[config.mk]
export PLATFORM = sky130hd
export DESIGN_NAME = annexb_nal_unit_splitter_flat
export DESIGN_NICKNAME = d
export VERILOG_FILES = /design/src/annexb_pkg.sv /design/src/annexb_if.sv /design/src/annexb_regs.sv /design/src/annexb_parse.sv /design/src/annexb_nal_unit_splitter.sv /design/src/flat_wrapper.sv
export SDC_FILE = /design/constraint.sdc
export NUM_CORES = 1
export LEC_CHECK = 0
export BUFFER_PORTS_ARGS = -buffer_cell sky130_fd_sc_hd__buf_2
export CAP_MARGIN = 20
export CORE_UTILIZATION = 55
export DETAILED_ROUTE_END_ITERATION = 8
export PLACE_DENSITY = 0.8
export SLEW_MARGIN = 10
export SYNTH_ARGS = -nofsm -noshare
export SYNTH_HDL_FRONTEND = slang
export SYNTH_SLANG_ARGS = --single-unit
[constraint.sdc]
create_clock -name clk -period 11.6 [get_ports clk]
set_input_delay 1.16 -clock clk [delete_from_list [all_inputs] [get_ports clk]]
set_output_delay 1.16 -clock clk [all_outputs]
set_load 0.05 [all_outputs]
[src/annexb_pkg.sv]
// Shared types and constants for the Annex B NAL unit splitter.
// No dependencies; used by the interfaces and every module of the block.
`default_nettype none

package annexb_pkg;

  localparam int unsigned BYTE_BITS  = 8;
  localparam int unsigned TYPE_BITS  = 5;
  localparam int unsigned TS_BITS    = 32;
  localparam int unsigned FIELD_BITS = 32;
  localparam int unsigned DATA_BITS  = 32;
  localparam int unsigned ADDR_BITS  = 3;

  localparam logic [BYTE_BITS-1:0] ZERO_BYTE       = 8'h00;
  localparam logic [BYTE_BITS-1:0] START_CODE_BYTE = 8'h01;
  localparam logic [TYPE_BITS-1:0] NAL_TYPE_MASK   = 5'h1f;
  localparam logic [TYPE_BITS-1:0] IDR_TYPE        = 5'd5;
  localparam logic [TS_BITS-1:0]   DEFAULT_STEP    = 32'd6750;
  localparam logic [23:0]          HISTORY_RESET   = 24'hff_ffff;

  // register indexes, taken from paddr[2]
  localparam logic REG_TS_BASE = 1'b0;
  localparam logic REG_TS_STEP = 1'b1;

  typedef struct packed {
    logic               base_wr;
    logic [TS_BITS-1:0] wr_value;
    logic [TS_BITS-1:0] base;
    logic [TS_BITS-1:0] step;
  } cfg_t;

endpackage

`default_nettype wire

[src/annexb_if.sv]
// Channel interfaces for the splitter: raw byte stream in, unit records out.
// Depends on annexb_pkg.
`default_nettype none

interface annexb_byte_if;
  logic                               valid;
  logic                               ready;
  logic [annexb_pkg::BYTE_BITS-1:0]   data_byte;
  logic                               last_byte;

  modport source (output valid, data_byte, last_byte, input ready);
  modport sink   (input valid, data_byte, last_byte, output ready);
endinterface

interface annexb_unit_if;
  logic                               valid;
  logic                               ready;
  logic [annexb_pkg::FIELD_BITS-1:0]  unit_offset;
  logic [annexb_pkg::FIELD_BITS-1:0]  unit_length;
  logic [annexb_pkg::TYPE_BITS-1:0]   unit_type;
  logic                               key_unit;
  logic [annexb_pkg::TS_BITS-1:0]     unit_timestamp;

  modport source (output valid, unit_offset, unit_length, unit_type, key_unit,
                  unit_timestamp, input ready);
  modport sink   (input valid, unit_offset, unit_length, unit_type, key_unit,
                  unit_timestamp, output ready);
endinterface

`default_nettype wire

[src/annexb_regs.sv]
// APB register file: timestamp base and step.
// Depends on annexb_pkg.
`default_nettype none

module annexb_regs (
  input  wire logic                              clk,
  input  wire logic                              rst,
  input  wire logic                              psel,
  input  wire logic                              penable,
  input  wire logic                              pwrite,
  input  wire logic [annexb_pkg::ADDR_BITS-1:0]  paddr,
  input  wire logic [annexb_pkg::DATA_BITS-1:0]  pwdata,
  output logic      [annexb_pkg::DATA_BITS-1:0]  prdata,
  output logic                                   pready,
  output annexb_pkg::cfg_t                       cfg
);

  logic                              wr;
  logic [annexb_pkg::TS_BITS-1:0]    ts_base;
  logic [annexb_pkg::TS_BITS-1:0]    ts_step;

  assign pready = 1'b1;
  assign wr     = psel && penable && pwrite;

  always_ff @(posedge clk) begin
    if (rst) begin
      ts_base <= '0;
      ts_step <= annexb_pkg::DEFAULT_STEP;
    end else if (wr) begin
      case (paddr[2])
        annexb_pkg::REG_TS_BASE: ts_base <= pwdata;
        annexb_pkg::REG_TS_STEP: ts_step <= pwdata;
        default: ;
      endcase
    end
  end

  always_comb begin
    case (paddr[2])
      annexb_pkg::REG_TS_BASE: prdata = ts_base;
      annexb_pkg::REG_TS_STEP: prdata = ts_step;
      default:                 prdata = '0;
    endcase
  end

  assign cfg.base_wr  = wr && (paddr[2] == annexb_pkg::REG_TS_BASE);
  assign cfg.wr_value = pwdata;
  assign cfg.base     = ts_base;
  assign cfg.step     = ts_step;

endmodule

`default_nettype wire

[src/annexb_parse.sv]
// Start code scanner: input register, stream state, result register.
// Depends on annexb_pkg and the channel interfaces in annexb_if.sv.
`default_nettype none

module annexb_parse #(
  parameter int unsigned POSITION_BITS = 32
) (
  input  wire logic              clk,
  input  wire logic              rst,
  input  wire annexb_pkg::cfg_t  cfg,
  annexb_byte_if.sink            stream,
  annexb_unit_if.source          units
);

  localparam logic [POSITION_BITS-1:0] POS_ONE   = POSITION_BITS'(1);
  localparam logic [POSITION_BITS-1:0] POS_TWO   = POSITION_BITS'(2);
  localparam logic [POSITION_BITS-1:0] POS_THREE = POSITION_BITS'(3);

  // input register
  logic                               s0_valid;
  logic [annexb_pkg::BYTE_BITS-1:0]   s0_byte;
  logic                               s0_last;

  // stream state
  logic [POSITION_BITS-1:0]           byte_position;
  logic [23:0]                        recent_bytes;
  logic                               unit_open;
  logic                               awaiting_type_byte;
  logic [POSITION_BITS-1:0]           open_unit_start;
  logic [annexb_pkg::TYPE_BITS-1:0]   open_unit_type;
  logic [annexb_pkg::TS_BITS-1:0]     next_timestamp;

  // result register
  logic                               out_valid;
  logic [annexb_pkg::FIELD_BITS-1:0]  out_offset;
  logic [annexb_pkg::FIELD_BITS-1:0]  out_length;
  logic [annexb_pkg::TYPE_BITS-1:0]   out_type;
  logic                               out_key;
  logic [annexb_pkg::TS_BITS-1:0]     out_ts;

  logic                               advance;
  logic                               step_en;
  logic                               is_code;
  logic                               four;
  logic                               emit;
  logic [annexb_pkg::TYPE_BITS-1:0]   eff_type;
  logic [POSITION_BITS-1:0]           end_pos;
  logic [POSITION_BITS-1:0]           unit_len;
  logic [annexb_pkg::TYPE_BITS-1:0]   unit_type_c;
  logic [POSITION_BITS+31:0]          offset_ext;
  logic [POSITION_BITS+31:0]          length_ext;

  assign advance      = !out_valid || units.ready;
  assign stream.ready = !s0_valid || advance;
  assign step_en      = s0_valid && advance;

  always_comb begin
    is_code  = (s0_byte == annexb_pkg::START_CODE_BYTE) &&
               (recent_bytes[15:8] == annexb_pkg::ZERO_BYTE) &&
               (recent_bytes[7:0] == annexb_pkg::ZERO_BYTE);
    four     = recent_bytes[23:16] == annexb_pkg::ZERO_BYTE;
    eff_type = awaiting_type_byte ? (s0_byte[annexb_pkg::TYPE_BITS-1:0] &
                                     annexb_pkg::NAL_TYPE_MASK)
                                  : open_unit_type;
    end_pos  = is_code ? (byte_position - (four ? POS_THREE : POS_TWO))
                       : (byte_position + POS_ONE);
    emit     = unit_open && (is_code || s0_last);
    unit_len = end_pos - open_unit_start;
    unit_type_c = (unit_len == '0) ? '0 : eff_type;
    offset_ext  = {32'd0, open_unit_start};
    length_ext  = {32'd0, unit_len};
  end

  always_ff @(posedge clk) begin
    if (rst) begin
      s0_valid <= 1'b0;
    end else if (stream.ready) begin
      s0_valid <= stream.valid;
    end
  end

  always_ff @(posedge clk) begin
    if (stream.ready) begin
      s0_byte <= stream.data_byte;
      s0_last <= stream.last_byte;
    end
  end

  always_ff @(posedge clk) begin
    if (rst) begin
      byte_position      <= '0;
      recent_bytes       <= annexb_pkg::HISTORY_RESET;
      unit_open          <= 1'b0;
      awaiting_type_byte <= 1'b0;
      open_unit_start    <= '0;
      open_unit_type     <= '0;
      next_timestamp     <= '0;
    end else if (step_en) begin
      if (s0_last) begin
        byte_position      <= '0;
        recent_bytes       <= annexb_pkg::HISTORY_RESET;
        unit_open          <= 1'b0;
        awaiting_type_byte <= 1'b0;
        open_unit_start    <= '0;
        open_unit_type     <= '0;
        next_timestamp     <= cfg.base;
      end else begin
        byte_position <= byte_position + POS_ONE;
        recent_bytes  <= {recent_bytes[15:0], s0_byte};
        if (is_code) begin
          unit_open          <= 1'b1;
          awaiting_type_byte <= 1'b1;
          open_unit_start    <= byte_position + POS_ONE;
          open_unit_type     <= '0;
        end else if (awaiting_type_byte) begin
          awaiting_type_byte <= 1'b0;
          open_unit_type     <= eff_type;
        end
        if (emit) begin
          next_timestamp <= next_timestamp + cfg.step;
        end
      end
    end else if (cfg.base_wr && !unit_open) begin
      next_timestamp <= cfg.wr_value;
    end
  end

  always_ff @(posedge clk) begin
    if (rst) begin
      out_valid <= 1'b0;
    end else if (advance) begin
      out_valid <= step_en && emit;
    end
  end

  always_ff @(posedge clk) begin
    if (step_en && emit) begin
      out_offset <= offset_ext[31:0];
      out_length <= length_ext[31:0];
      out_type   <= unit_type_c;
      out_key    <= unit_type_c == annexb_pkg::IDR_TYPE;
      out_ts     <= next_timestamp;
    end
  end

  assign units.valid          = out_valid;
  assign units.unit_offset    = out_offset;
  assign units.unit_length    = out_length;
  assign units.unit_type      = out_type;
  assign units.key_unit       = out_key;
  assign units.unit_timestamp = out_ts;

endmodule

`default_nettype wire

[src/annexb_nal_unit_splitter.sv]
// Annex B NAL unit splitter, top level.
// Depends on annexb_pkg, annexb_if.sv, annexb_regs and annexb_parse.
//
// Takes one stream byte per clock and reports one record per finished NAL
// unit: payload offset, length, type, key flag and timestamp. A byte is held
// in an input register, then the start code logic updates the stream state
// and loads the result register, which presents the record of the unit that
// the byte ends. The sustained rate is one byte per cycle, limited only by
// the single result register, which keeps taking bytes whenever it is empty
// or being drained. Positions are POSITION_BITS wide and reported in their
// low 32 bits. Write the timestamp registers only while the block is idle.
`default_nettype none

module annexb_nal_unit_splitter #(
  parameter int unsigned POSITION_BITS = 32
) (
  input  wire logic                              clk,
  input  wire logic                              rst,
  annexb_byte_if.sink                            stream,
  annexb_unit_if.source                          units,
  input  wire logic                              psel,
  input  wire logic                              penable,
  input  wire logic                              pwrite,
  input  wire logic [annexb_pkg::ADDR_BITS-1:0]  paddr,
  input  wire logic [annexb_pkg::DATA_BITS-1:0]  pwdata,
  output logic      [annexb_pkg::DATA_BITS-1:0]  prdata,
  output logic                                   pready
);

  annexb_pkg::cfg_t cfg;

  annexb_regs u_regs (
    .clk     (clk),
    .rst     (rst),
    .psel    (psel),
    .penable (penable),
    .pwrite  (pwrite),
    .paddr   (paddr),
    .pwdata  (pwdata),
    .prdata  (prdata),
    .pready  (pready),
    .cfg     (cfg)
  );

  annexb_parse #(
    .POSITION_BITS (POSITION_BITS)
  ) u_parse (
    .clk    (clk),
    .rst    (rst),
    .cfg    (cfg),
    .stream (stream),
    .units  (units)
  );

endmodule

`default_nettype wire

[src/flat_wrapper.sv]
// flat-port wrapper written by rule: the top's interface ports become plain ports
module annexb_nal_unit_splitter_flat 
#(
  parameter int unsigned POSITION_BITS = 32
)
  (clk, rst, psel, penable, pwrite, paddr, pwdata, prdata, pready, stream_valid, stream_data_byte, stream_last_byte, stream_ready, units_valid, units_unit_offset, units_unit_length, units_unit_type, units_key_unit, units_unit_timestamp, units_ready);
  annexb_byte_if stream_i ();
  annexb_unit_if units_i ();
  input  wire logic clk;
  input  wire logic rst;
  input  wire logic psel;
  input  wire logic penable;
  input  wire logic pwrite;
  input  wire logic [annexb_pkg::ADDR_BITS-1:0] paddr;
  input  wire logic [annexb_pkg::DATA_BITS-1:0] pwdata;
  output logic      [annexb_pkg::DATA_BITS-1:0] prdata;
  output logic pready;
  input wire logic [$bits(stream_i.valid)-1:0] stream_valid;
  input wire logic [$bits(stream_i.data_byte)-1:0] stream_data_byte;
  input wire logic [$bits(stream_i.last_byte)-1:0] stream_last_byte;
  output wire logic [$bits(stream_i.ready)-1:0] stream_ready;
  output wire logic [$bits(units_i.valid)-1:0] units_valid;
  output wire logic [$bits(units_i.unit_offset)-1:0] units_unit_offset;
  output wire logic [$bits(units_i.unit_length)-1:0] units_unit_length;
  output wire logic [$bits(units_i.unit_type)-1:0] units_unit_type;
  output wire logic [$bits(units_i.key_unit)-1:0] units_key_unit;
  output wire logic [$bits(units_i.unit_timestamp)-1:0] units_unit_timestamp;
  input wire logic [$bits(units_i.ready)-1:0] units_ready;
  assign stream_i.valid = stream_valid;
  assign stream_i.data_byte = stream_data_byte;
  assign stream_i.last_byte = stream_last_byte;
  assign stream_ready = stream_i.ready;
  assign units_valid = units_i.valid;
  assign units_unit_offset = units_i.unit_offset;
  assign units_unit_length = units_i.unit_length;
  assign units_unit_type = units_i.unit_type;
  assign units_key_unit = units_i.key_unit;
  assign units_unit_timestamp = units_i.unit_timestamp;
  assign units_i.ready = units_ready;
  annexb_nal_unit_splitter #(.POSITION_BITS(POSITION_BITS)) u_core (.clk(clk), .rst(rst), .stream(stream_i), .units(units_i), .psel(psel), .penable(penable), .pwrite(pwrite), .paddr(paddr), .pwdata(pwdata), .prdata(prdata), .pready(pready));
endmodule
* Word-level counts from Yosys, hierarchy flattened
Index checks and enable logic that the tools add are counted. Widths: inputs -> output; s select.
Operators by class: reductions and logical operators 27, bitwise logic cells 1, muxes and demuxes 20, eq/ne operators 3, add/sub/neg operators 4
Operators by type and width (count):
- $mux 32 | 8
- $pmux 32 s2 | 1
- $add 32x1->32 const B | 1
- $add 32x32->32 | 1
- $logic_not 32->1 | 1
- $sub 32x2->32 | 1
- $sub 32x32->32 | 1
- $mux 5 | 5
- $logic_not 8->1 | 3
- $mux 24 | 1
- $reduce_and 2->1 | 5
- $logic_and 1x1->1 | 9
- $eq 8x1->1 const B | 1
- $eq 5x3->1 const B | 1
- $mux 1 | 5
- $reduce_bool 2->1 | 2
- $logic_not 1->1 | 3
- $logic_or 1x1->1 | 3
- $ne 3x2->1 const B | 1
- $reduce_bool 3->1 | 1
- $not 1->1 | 1
Word-level totals: logic and storage cells 73, bits of input ports 51, flip-flop bits (word level) 304, output and inout bits 137

* Logic depth before layout (Yosys ltp)
word-level depth 8, depth in mapped cells 21, depth with buffers taken out 20

* Modules after synthesis
A second synthesis with hierarchy kept.
Unflattened totals: cell total of the unflattened synthesis 1927, area, all modules 17767.0 µm²
By module, submodules not included:
- annexb_parse | area an instance 14403.8 µm², cells an instance 1603, sequential area each 5915.7 µm², instances 1
- annexb_regs | area an instance 3363.2 µm², cells an instance 324, sequential area each 1281.2 µm², instances 1

* Worst setup path after synthesis
OpenSTA, ideal clock, no wires.
path kind input to register, from input port units_ready, to register u_core.u_parse.out_key, in the netlist u_core.u_parse.units.key_unit, enable pin, data required time 11.034 ns, setup time 0.566 ns, buffers on the path 2, stages on the path 6, slack 4.574 ns, arrival 6.460 ns, cell sequence nand2b_1 > and2_1 > clkbuf_1 > clkbuf_1 > o21ai_1 > nor2_1
Between the ends: word-level cells in the longest chain between the ends 3
RTL lines:
- start, declared | line flat_wrapper.sv:28 | input wire logic [$bits(units_i.ready)-1:0] units_ready;
- $logic_or 1x1->1 | line annexb_parse.sv:53 | assign advance = !out_valid || units.ready;
- $logic_and 1x1->1 | line annexb_parse.sv:55 | assign step_en = s0_valid && advance;
- $logic_and 1x1->1 | line annexb_parse.sv:137 | if (step_en && emit) begin
- end signal, assigned | line annexb_parse.sv:141 | out_key <= unit_type_c == annexb_pkg::IDR_TYPE;
- end, declared | line annexb_parse.sv:38 | logic out_key;
Every way passes these cells. A chain may end at the register's enable or synchronous reset.

* Worst setup path in the final report
from register u_core.u_parse.recent_bytes[16], to register u_core.u_parse.out_type, in the netlist u_core.u_parse.units.unit_type[2], data pin
Between the ends: word-level cells in the longest chain between the ends 7
RTL lines:
- start, declared | line annexb_parse.sv:26 | logic [23:0] recent_bytes;
- start signal, assigned | line annexb_parse.sv:92 | recent_bytes <= annexb_pkg::HISTORY_RESET;
- start signal, assigned | line annexb_parse.sv:101 | recent_bytes <= annexb_pkg::HISTORY_RESET;
- start signal, assigned | line annexb_parse.sv:109 | recent_bytes <= {recent_bytes[15:0], s0_byte};
- $logic_not 8->1 | line annexb_parse.sv:61 | four = recent_bytes[23:16] == annexb_pkg::ZERO_BYTE;
- $mux 1 | line annexb_parse.sv:65 | end_pos = is_code ? (byte_position - (four ? POS_THREE : POS_TWO))
- $sub 32x2->32 | line annexb_parse.sv:65
- $mux 32 | line annexb_parse.sv:65
- $sub 32x32->32 | line annexb_parse.sv:68 | unit_len = end_pos - open_unit_start;
- $logic_not 32->1 | line annexb_parse.sv:69 | unit_type_c = (unit_len == '0) ? '0 : eff_type;
- $mux 5 | line annexb_parse.sv:69
- via u_core.u_parse.unit_type_c (one bit) | line annexb_parse.sv:49 | logic [annexb_pkg::TYPE_BITS-1:0] unit_type_c;
- end signal, assigned | line annexb_parse.sv:140 | out_type <= unit_type_c;
- end, declared | line annexb_parse.sv:37 | logic [annexb_pkg::TYPE_BITS-1:0] out_type;
The timed path passes the listed nets, and every way through them passes these cells.

==> qor.yml <==
worst_setup_path:
  worst-setup-path-type: "reg2reg"
  crit_top_cell: "a21o_1"
  slowest_stage: "a211oi_1"
  startpoint_type: "register"
  r2r_end: "u_core.u_parse.units.unit_type[2]"
  critPathRequiredTime_ps: 11870
  reg2reg_slack_ps: 5250
  critPathCaptureType: "register"
  critPathMaxStageDelay_ps: 780
  rr_startpoint: "u_core.u_parse.recent_bytes[16]"
  crit_fanout: 7
  worstPathCellList: "or4_1, nor2_1, ha_1, nor2b_1, or3_1, nor3_2, nand3_1, or3_1, o22ai_1, xor2_1, ha_1, a21o_1, a21o_1, a21o_1, a21o_1, a21oi_1, o211ai_1, a21o_1, a211oi_1, a21oi_1"
  arrival_ps: 6620
  crit_buf_inv: 0
  crit_family: "compound AO/OA/AOI/OAI gates"
  reg2reg_depth: 20
cells_and_area:
  area_growth_pct: 12.71
  fin_nets: 2112
  drive_gt1_share_pct: 15.85
  layout_common_cells: "237 x nand2_1, 193 x dfxtp_1, 183 x buf_2, 174 x nor2_1, 168 x a21oi_1"
  layout_commonest_cell: "nand2_1"
power:
  combPwrFrac_pct: 7.3
  leakage_nw: 7.674
  p_clk_share_pct: 43.4
  irDropWorstVdd_mv: 0.09802
  seq_power_share_pct: 49.3
  switching_share_pct: 23.61
  switchingPower_uw: 539.9
  p_int_mw: 1.747
  power_per_cell_area_nw_per_um2: 122.5
place:
  place_congestion: 0.8914
  dp_slack_ps: 5349
  port_buffers: 184
  hpwl_um: 28980
hold_path:
  worstHoldStart: "u_core.u_regs.ts_base[6]"
  hold_class: "reg2reg"
  hold_end: "u_core.u_regs.ts_base[6]"
  min_delay_path_depth: 2
run_status:
  status: "completed"
route:
  vias: 14750
  ant_nets: 0
  wl_um: 42500
  drt-initial-drc-count: 1582
  firstDrtPassIters: 6
  routedWlPerCell_um: 17.61
  drc: 0
  vias_per_cell: 6.111
floorplan:
  die-area_sq_um: 30820
  start_util_pct: 55.90
  fp-row-count: 63
  coreArea_sq_um: 29640
  die_w_um: 175.6
  io_pins: 188
  die_y_um: 175.6
timing:
  report.final.slew_viol_count: 0
  tns_ps: 0
  relSlewSlack_pct: 28.01
  finClkSkew_ps: 21.25
  worstMarginPinSlew_ps: 1077
  fin_crit_sh_pct: 54.72
  period_needed_ps: 6347
  setup_viol: 0
  rsz0062_at_grt: "no"
  fmax_mhz: 157.5
  finalWorstSetupSlack_ps: 5253
  hold_viol: 0
cts:
  clkTransAtPathRegs_ps: 60
  postCtsSetupBuffers: 0
  clock-root-buffer: "clkbuf_16"
  cts_buffer_depth: 3
  numCtsBuffers: 31
  cts.sinks: 304
  clkLatencyLatePin_ps: 570
  cts_max_level: 1
  postCtsHoldBufs: 0
  cts_tree: "yes"
  post_cts_resized: 0
grt:
  grt_max_degree: 99
  grt_pass1_wl_um: 68260
  antenna_found_initial: 6
  grt_pass1_vias: 13710
  grt_use_total_pct: 26.90
  grt.overflow.total: 0
synthesis:
  syn_nets: 2001
  async_flop_share_pct: 0
  synth_cells: 1883
  synthAdderAreaFrac_pct: 5.150
  yosys.area_share.simple_pct: 19.51
  postSynthAreaPerCell_sq_um: 8.799
  synth_cell_types: 95
  synth_warnings: 0
  syn_area_sq_um: 16570
  muxShareOfSynthArea_pct: 3.051
  synth_edf_count: 111
  ys.flop_type: "dfxtp_1"
  synth-seq-cells: 304
  synthXorXnorAreaFrac_pct: 4.909
  synth_compound_gate_area_share_pct: 19.76
  seq_area_frac_synth_pct: 43.44
  synth_top_family_by_area: "compound AO/OA/AOI/OAI gates"
flow_run:
  maxCapViolations: 0
==> worst min-delay path, cell delays in order (launching register included) <==
cell and delay [ps]:
dfxtp_1 320, nand2_1 50, a21oi_1 50
==> sequential cells by signal, summed over array words and instances (netlist names), 24 cells and up <==
register                             flops
u_core.u_parse.byte_position            32
u_core.u_parse.next_timestamp           32
u_core.u_parse.open_unit_start          32
u_core.u_parse.units.unit_length        32
u_core.u_parse.units.unit_offset        32
u_core.u_parse.units.unit_timestamp     32
u_core.u_regs.ts_base                   32
u_core.u_regs.ts_step                   32
u_core.u_parse.recent_bytes             24
==> power groups by stage <==
stage	registers [mW]	clock network [mW]	logic, mW
after global placement	1.15	0	0.159
after CTS	1.13	1.00	0.164
after detailed placement	1.15	0	0.163
after floorplan	1.15	0	0.119
final	1.13	0.991	0.167
after global routing	1.13	1.04	0.181
==> area by class of cell <==
class	instances	area, sq um
clock buffer	42	848.3
antenna	4	10.01
tap	390	488.0
fill	2515	10960
clock inverter	16	156.4
sequential	304	7197
multi-input combinational	1401	8721
inverter	58	217.7
timing repair buffer	198	1036
==> through the flow <==
step	power [mW]	area [sq um]	hold WS, ps	std cells	util [%]
6_report	2.287	18670	470.7	2413	63.01
3_5_place_dp	1.314	17640	454.8	2350	59.53
2_1_floorplan	1.265	16570	430.0	1883	-
3_3_place_gp	1.310	17640	448.2	2350	59.53
5_1_grt	2.349	18670	490.2	2411	62.99
4_1_cts	2.293	18650	468.6	2408	62.92
==> synthesized netlist by cell type (all sizes together) (21+ instances only) <==
master  instances  area, sq um
nand3          47        235.2
a21oi         168        840.8
mux2           36        405.4
nand2         239        899.6
a22oi          49        367.9
nor3           85        452.9
dfxtp         193         3864
edfxtp        111         3333
o211ai         28        215.2
ha             65        813.3
or3            22        142.6
a21o           30        225.2
inv            57        214.0
xor2           42        367.9
nor2          180        675.7
clkbuf        105        395.4
xnor2          50        445.4
o21ai          99        506.7
and3           21        131.4
==> routing by layer <==
metal	vias up	track usage [%]	wire length, um
met4	4	9.746	1110
met3	100	3.874	3324
met1	6955	36.50	18540
met2	641	43.63	19510
met5	-	0	23
li1	7047	-	-
==> worst max-delay path by stage <==
stage                               startpoint                           endpoint  slack, ps  cells past startpoint
3_3_place_gp   u_core.u_parse.recent_bytes[16]  u_core.u_parse.units.unit_type[2]       5450                     20
4_1_cts        u_core.u_parse.recent_bytes[16]  u_core.u_parse.units.unit_type[2]       5310                     20
3_5_place_dp   u_core.u_parse.recent_bytes[16]  u_core.u_parse.units.unit_type[2]       5350                     20
2_1_floorplan                      units_ready      u_core.u_parse.units.key_unit       4570                      6
5_1_grt        u_core.u_parse.recent_bytes[20]  u_core.u_parse.units.unit_type[3]       4920                     20
6_report       u_core.u_parse.recent_bytes[16]  u_core.u_parse.units.unit_type[2]       5250                     20
==> cell families (layout without fill, tap and decap cells) <==
| kind of cell | after synthesis | after routing |
|---|---|---|
| simple gates | 689 | 689 |
| fa+ha+maj | 67 | 67 |
| flops | 304 | 304 |
| buf+inv | 178 | 314 |
| other cells | 1 | 5 |
| xor+xnor | 92 | 92 |
| mux | 46 | 46 |
| compound gates | 506 | 506 |
Power figures use the tool's default switching activity.
